==> src/sv/ptdc_delay.sv <==
// delay line with stall enable, used to keep side data aligned with the
// arithmetic units; no dependencies
`timescale 1ns / 1ps
`default_nettype none

module ptdc_delay #(
  parameter int DW    = 8,
  parameter int DEPTH = 2
) (
  input  logic          clk,
  input  logic          rst,
  input  logic          en,
  input  logic [DW-1:0] din,
  output logic [DW-1:0] dout
);

  logic [DW-1:0] taps [DEPTH];

  // shift one place per enabled cycle
  always_ff @(posedge clk) begin
    if (rst) begin
      for (int k = 0; k < DEPTH; k++) taps[k] <= '0;
    end else if (en) begin
      taps[0] <= din;
      for (int k = 1; k < DEPTH; k++) taps[k] <= taps[k-1];
    end
  end

  assign dout = taps[DEPTH-1];

endmodule

`default_nettype wire

==> config.mk <==
export PLATFORM = sky130hd
export DESIGN_NAME = ptdc_delay
export DESIGN_NICKNAME = d
export VERILOG_FILES = /design/src/sv/ptdc_delay.sv
export SDC_FILE = /design/constraint.sdc
export NUM_CORES = 1
export LEC_CHECK = 0
export BUFFER_PORTS_ARGS = -buffer_cell sky130_fd_sc_hd__buf_2
export CAP_MARGIN = 5
export CORE_UTILIZATION = 49
export DETAILED_ROUTE_END_ITERATION = 12
export PLACE_DENSITY = 0.75
export SETUP_SLACK_MARGIN = 0.3
export SYNTH_ARGS = -nofsm -noshare
export SYNTH_HDL_FRONTEND = slang
export SYNTH_SLANG_ARGS = --single-unit
==> constraint.sdc <==
create_clock -name clk -period 1.53 [get_ports clk]
set_clock_uncertainty 0.05 [all_clocks]
set_input_delay 0.306 -clock clk [delete_from_list [all_inputs] [get_ports clk]]
set_output_delay 0.306 -clock clk [all_outputs]
set_load 0.02 [all_outputs]
==> flow_summary.json, run 1 <==
{
  "rows": 13,
  "initial_utilization": 0.538,
  "dieHeight_um": 40.3,
  "cts_tree": "built",
  "setup_tns_ns": 0,
  "power.internal_mw": 0.646,
  "leakagePower_nw": 0.391,
  "timing.rr.start": "taps[0][6]$_SDFFCE_PN0P_",
  "grt_use_total": 0.108,
  "first_pass_iters": 2,
  "root_buffer": "clkbuf_4",
  "grt_pass1_wl_mm": 1.09,
  "post_drt_wl_per_cell_um": 10.7,
  "crit_chain": "buf_2",
  "routabilityCongestion": 0.614,
  "reg2reg_to": "taps[0][14]$_SDFFCE_PN0P_",
  "setup_violations": 0,
  "p_sw_frac": 0.215,
  "largest_reg_flops": 16,
  "path_max_fanout": 1,
  "syn_avg_cell_area_um2": 16.7,
  "core-area_mm2": 0.00133,
  "r2r_setup_slack_ns": 0.69,
  "required_ns": 1.17,
  "hold_end": "taps[0][7]$_SDFFCE_PN0P_",
  "fp.dieW_um": 40.3,
  "hold_violations": 0,
  "final_area_um2": 785,
  "syn_area_um2": 717,
  "grt_max_degree": 17,
  "cts_buffer_depth": 2,
  "grt_overflow": 0,
  "clkPwrFrac": 0.269,
  "criticalPathCategory": "reg2out",
  "htreeDepth": 1,
  "io_buffers": 18,
  "path_clk_slew_ns": 0.09,
  "max_flop_register": "taps",
  "synth.distinct_cells": 6,
  "io_pins": 19,
  "rsz0062_at_grt": "false",
  "clkLatencyLatePin_ns": 0.28,
  "syn-num-nets": 54,
  "critPathMaxStageDelay_ns": 0.37,
  "comb_power_share": 0.096,
  "cts_hold_buf": 0,
  "fill_cells": 111,
  "syn_inst": 43,
  "power_density_mw_per_mm2": 1050,
  "yosysWarnings": 0,
  "postPlaceCellArea_um2": 758,
  "status": "finished, final reports clean",
  "max-cap-violations": 0,
  "cp_slowest_cell": "edfxtp_1",
  "ir_worst_vdd_mv": 0.675,
  "largestRegisters": "taps x16",
  "cp-start-kind": "flop",
  "min_from": "din[7]",
  "n_antenna_cell": 0,
  "drtIter0Drc": 1,
  "antenna_found_initial": 0,
  "min_path_cells": 2,
  "via_count": 337,
  "die_area_mm2": 0.00162,
  "cts_sinks": 16,
  "period_minus_slack_ns": 1.17,
  "ant_nets": 0,
  "drv_slew": 0,
  "wl_um": 773,
  "seq_power_share": 0.635,
  "cts_resized": 0,
  "yosysSeqAreaShare": 0.670,
  "post_cts_buffers": 0,
  "fin_crit_sh": 0.766,
  "switching_power_mw": 0.177,
  "numCtsBuffers": 3,
  "max_slew_margin": 0.571,
  "clock.fmax_mhz": 853,
  "worstMarginPinSlew_ns": 0.644,
  "crit_arrival_ns": 0.82,
  "critical_path.top_delay_family": "flip-flops",
  "nNetsFinal": 69,
  "via_per_inst": 4.68,
  "path_buf_inv": 1,
  "hp-class": "in2reg",
  "syn2layout_area_growth_pct": 9.42,
  "drc": 0,
  "layout-drive-gt1-share": 0.509,
  "first_global_vias": 248,
  "synth_seq_cells": 16,
  "reg2regPathDepth": 1,
  "cp-end-kind": "output port"
}
## metrics by stage
stage | power [mW] | hold slack, ns | util | setup slack (ns) | cells
2_1_floorplan | 0.600 | 0.481 | - | 0.301 | 43
3_3_place_gp | 0.610 | 0.491 | 0.568 | 0.230 | 68
3_5_place_dp | 0.613 | 0.490 | 0.568 | 0.174 | 68
4_1_cts | 0.827 | 0.282 | 0.588 | 0.348 | 72
5_1_grt | 0.850 | 0.282 | 0.588 | 0.322 | 72
6_report | 0.823 | 0.285 | 0.588 | 0.358 | 72
## layout by cell type, fill, tap and decap left out, drive strengths merged
master and instances:
and3b 16, buf 20, clkbuf 3, clkinv 1
edfxtp 16, or2 1
## cell usage after synthesis, drive strengths merged
library cell / n / share of area
and3b: 16 / 0.21
buf: 10 / 0.12
edfxtp: 16 / 0.67
or2: 1 / 0.0087
## power groups by stage
stage / Combinational, mW / Sequential, mW / Clock (mW)
finish: 0.0794 / 0.522 / 0.221
global route: 0.0884 / 0.526 / 0.235
CTS: 0.0803 / 0.523 / 0.224
detailed placement: 0.0803 / 0.533 / 0
global placement: 0.0786 / 0.531 / 0
floorplan: 0.0691 / 0.531 / 0
## worst max path at each step
stage,from,end,slack [ns],depth (start not counted)
floorplan,rst,taps[0][0]$_SDFFCE_PN0P_,0.30,2
global placement,en,taps[0][12]$_SDFFCE_PN0P_,0.23,2
detailed placement,en,taps[0][11]$_SDFFCE_PN0P_,0.17,2
CTS,taps[0][12]$_SDFFCE_PN0P_,dout[4],0.35,1
global route,taps[0][12]$_SDFFCE_PN0P_,dout[4],0.32,1
finish,taps[0][12]$_SDFFCE_PN0P_,dout[4],0.36,1
## kinds of logic (layout without fill, tap and decap cells)
logic type | count (synthesis) | in the layout | synth area share
flops | 16 | 16 | 0.670
buf+inv | 10 | 24 | 0.115
simple gates | 17 | 17 | 0.215
## area by class of cell
| class | instances | area, um^2 | area share |
|---|---|---|---|
| Tap cell | 15 | 18.8 | 0.0239 |
| Timing Repair Buffer | 20 | 105 | 0.134 |
| Multi-Input combinational cell | 17 | 154 | 0.196 |
| Clock inverter | 1 | 3.75 | 0.00478 |
| Clock buffer | 3 | 22.5 | 0.0287 |
| Sequential cell | 16 | 480 | 0.612 |
## routing by layer
layer,global-route usage,vias to the layer above,share of wire
met1,0.153,142,0.50
met5,0,-,0
li1,-,179,-
met3,0.0333,0,0.071
met2,0.137,16,0.43
met4,0.0750,0,0
Note: power is estimated with default switching activity, not from simulation.
==> run 2: changes to the inputs <==
- ABC_AREA: unset -> 1
- clock period: 1.53 -> 1.09 ns (I/O delays scaled with it)
==> flow_summary.json, run 2 <==
{
  "status": "complete, but fails checks",
  "violations": "negative setup slack",
  "ir_worst_vdd_mv": 0.579,
  "met3WireLength_um": 39,
  "grt_max_degree": 17,
  "layout-drive-gt1-share": 0.479,
  "p_sw_frac": 0.230,
  "synth.area.top_cells": "edfxtp_1 66%, inv_1 8.8%, buf_4 8.3%, nor2_2 7.8%, nor2_1 3.1%",
  "syn_avg_cell_area_um2": 12.1,
  "fin_crit_sh": 1.01,
  "drc": 0,
  "cp-start-kind": "flop",
  "multiInputGateArea_um2": 119,
  "setup_tns_ns": -0.0146,
  "n_antenna_cell": 0,
  "clkPwrFrac": 0.259,
  "nNetsFinal": 85,
  "synth_edf_count": 16,
  "seq_power_share": 0.617,
  "cts_buffer_depth": 2,
  "critPathMaxStageDelay_ns": 0.40,
  "clock.fmax_mhz": 909,
  "initial_utilization": 0.542,
  "synthArstFlopShare": 0,
  "first_global_vias": 312,
  "grt_pass1_wl_mm": 1.34,
  "cts_tree": "built",
  "syn2layout_area_growth_pct": 18.3,
  "crit_arrival_ns": 0.83,
  "die_area_mm2": 0.00163,
  "synth_seq_cells": 16,
  "yosysWarnings": 0,
  "power_density_mw_per_mm2": 1400,
  "crit_chain": "buf_6",
  "synth.largest_area_cell": "edfxtp_1",
  "antenna_found_initial": 0,
  "path_max_fanout": 1,
  "hpwl_um": 636,
  "worst_slack_ns": -0.00963,
  "core-area_mm2": 0.00133,
  "cp_slowest_cell": "edfxtp_1",
  "drtIter0Drc": 3,
  "setup_violations": 2,
  "switching_power_mw": 0.275,
  "top_layer_used": "met4",
  "rows": 13,
  "path_buf_inv": 1,
  "fp.dieW_um": 40.4,
  "synth_most_common_cell": "inv_1",
  "critical_path.top_delay_family": "flip-flops",
  "path_clk_slew_ns": 0.09,
  "period_minus_slack_ns": 1.10,
  "max-cap-violations": 0,
  "io_pins": 19,
  "grt_overflow": 0,
  "via_per_inst": 4.32,
  "max_flop_register": "taps",
  "post_drt_wl_per_cell_um": 9.88,
  "root_buffer": "clkbuf_4",
  "syn_area_um2": 723,
  "wl_met2_um": 474,
  "clkLatencyLatePin_ns": 0.28,
  "whs_ns": 0.179,
  "layout_commonest_cell": "edfxtp_1",
  "synth_flop_cell": "edfxtp_1",
  "dieHeight_um": 40.4,
  "rsz0062_at_grt": "true",
  "grt_use_total": 0.138,
  "cp-end-kind": "output port",
  "numCtsBuffers": 3,
  "regArea_um2": 480,
  "final_cell_mix": "16 x edfxtp_1, 15 x inv_1, 10 x buf_2, 9 x nor2_2, 8 x buf_6",
  "ant_nets": 0,
  "criticalPathCategory": "reg2out",
  "cts_sinks": 16,
  "synth_top_cells_by_count": "17 x inv_1, 16 x edfxtp_1, 9 x nor2_2",
  "comb_power_share": 0.124,
  "power.internal_mw": 0.921,
  "required_ns": 0.82,
  "largestRegisters": "taps x16",
  "yosysSeqAreaShare": 0.664,
  "post_cts_buffers": 0,
  "hold_violations": 0,
  "syn-num-nets": 71,
  "worstMarginPinSlew_ns": 0.219,
  "cts_hold_buf": 0,
  "routabilityCongestion": 0.647,
  "io_buffers": 18,
  "m1WireLength_um": 341,
  "hp-class": "in2reg",
  "first_pass_iters": 3,
  "fill_cells": 108,
  "max_slew_margin": 0.854,
  "largest_reg_flops": 16,
  "via_count": 380,
  "htreeDepth": 1,
  "netlist.area_leader.share": 0.664,
  "wl_um": 869,
  "leakagePower_nw": 0.391,
  "syn_inst": 60,
  "synth.distinct_cells": 9,
  "place_ws_ns": 0.0648,
  "drv_slew": 0
}
run 2: cell count changes after synthesis:
cell / delta
and3b_2: -6
nor2_1: +6
or2_2: +1
buf_6: -1
inv_1: +17
nand2_4: +1
and3b_1: -10
nor2_4: +1
or2_1: -1
nor2_2: +9
run 2: path summary, 6_finish.rpt:
kind | start | end | slack (ns) | cells after the start
hold reg to reg | taps[0][4]$_SDFFCE_PN0P_ | taps[0][12]$_SDFFCE_PN0P_ | 0.50 | 2
setup / recovery | taps[0][15]$_SDFFCE_PN0P_ | dout[7] | -0.01 | 1
setup reg to reg | taps[0][7]$_SDFFCE_PN0P_ | taps[0][15]$_SDFFCE_PN0P_ | 0.31 | 2
hold / removal | din[0] | taps[0][0]$_SDFFCE_PN0P_ | 0.18 | 3
run 2: stage by stage:
stage | total power [mW] | instances | cell area [um^2] | util
6_report | 1.20 | 88 | 856 | 0.642
5_1_grt | 1.25 | 88 | 856 | 0.642
4_1_cts | 1.19 | 88 | 812 | 0.609
3_5_place_dp | 0.878 | 84 | 779 | 0.584
3_3_place_gp | 0.869 | 84 | 779 | 0.584
2_1_floorplan | 0.857 | 60 | 746 | -
run 2: power by group through the flow:
stage          clock network, mW  registers, mW  logic (mW)
2_1_floorplan                  0          0.744       0.113
3_3_place_gp                   0          0.744       0.125
3_5_place_dp                   0          0.748       0.130
4_1_cts                    0.322          0.734       0.132
5_1_grt                    0.346          0.743       0.163
6_report                   0.310          0.738       0.148
run 2: final cells by class:
type                    count  area share
clock buffers               3      0.0263
repair buffers             18       0.164
well taps                  15      0.0219
flip-flops and latches     16       0.561
inverters                  17      0.0833
clock inverters             1     0.00439
multi-input cells          18       0.139
run 2: kinds of logic (layout without fill, tap and decap cells):
logic type	Yosys count	count (layout)	share of synthesized area
flip-flops	16	16	0.664
buffers and inverters	26	39	0.187
AND/OR/NAND/NOR	18	18	0.149
run 2: metal layers:
metal / track usage / vias up
li1: - / 196
met5: 0 / -
met4: 0.125 / 0
met1: 0.152 / 166
met3: 0.0333 / 2
met2: 0.218 / 16
run 2: what timing repair did:
item,in CTS,in global routing
endpoints found under the setup margin,8,12
gates resized for setup,2,15
hold endpoints to repair,0,0
pin swaps,0,4
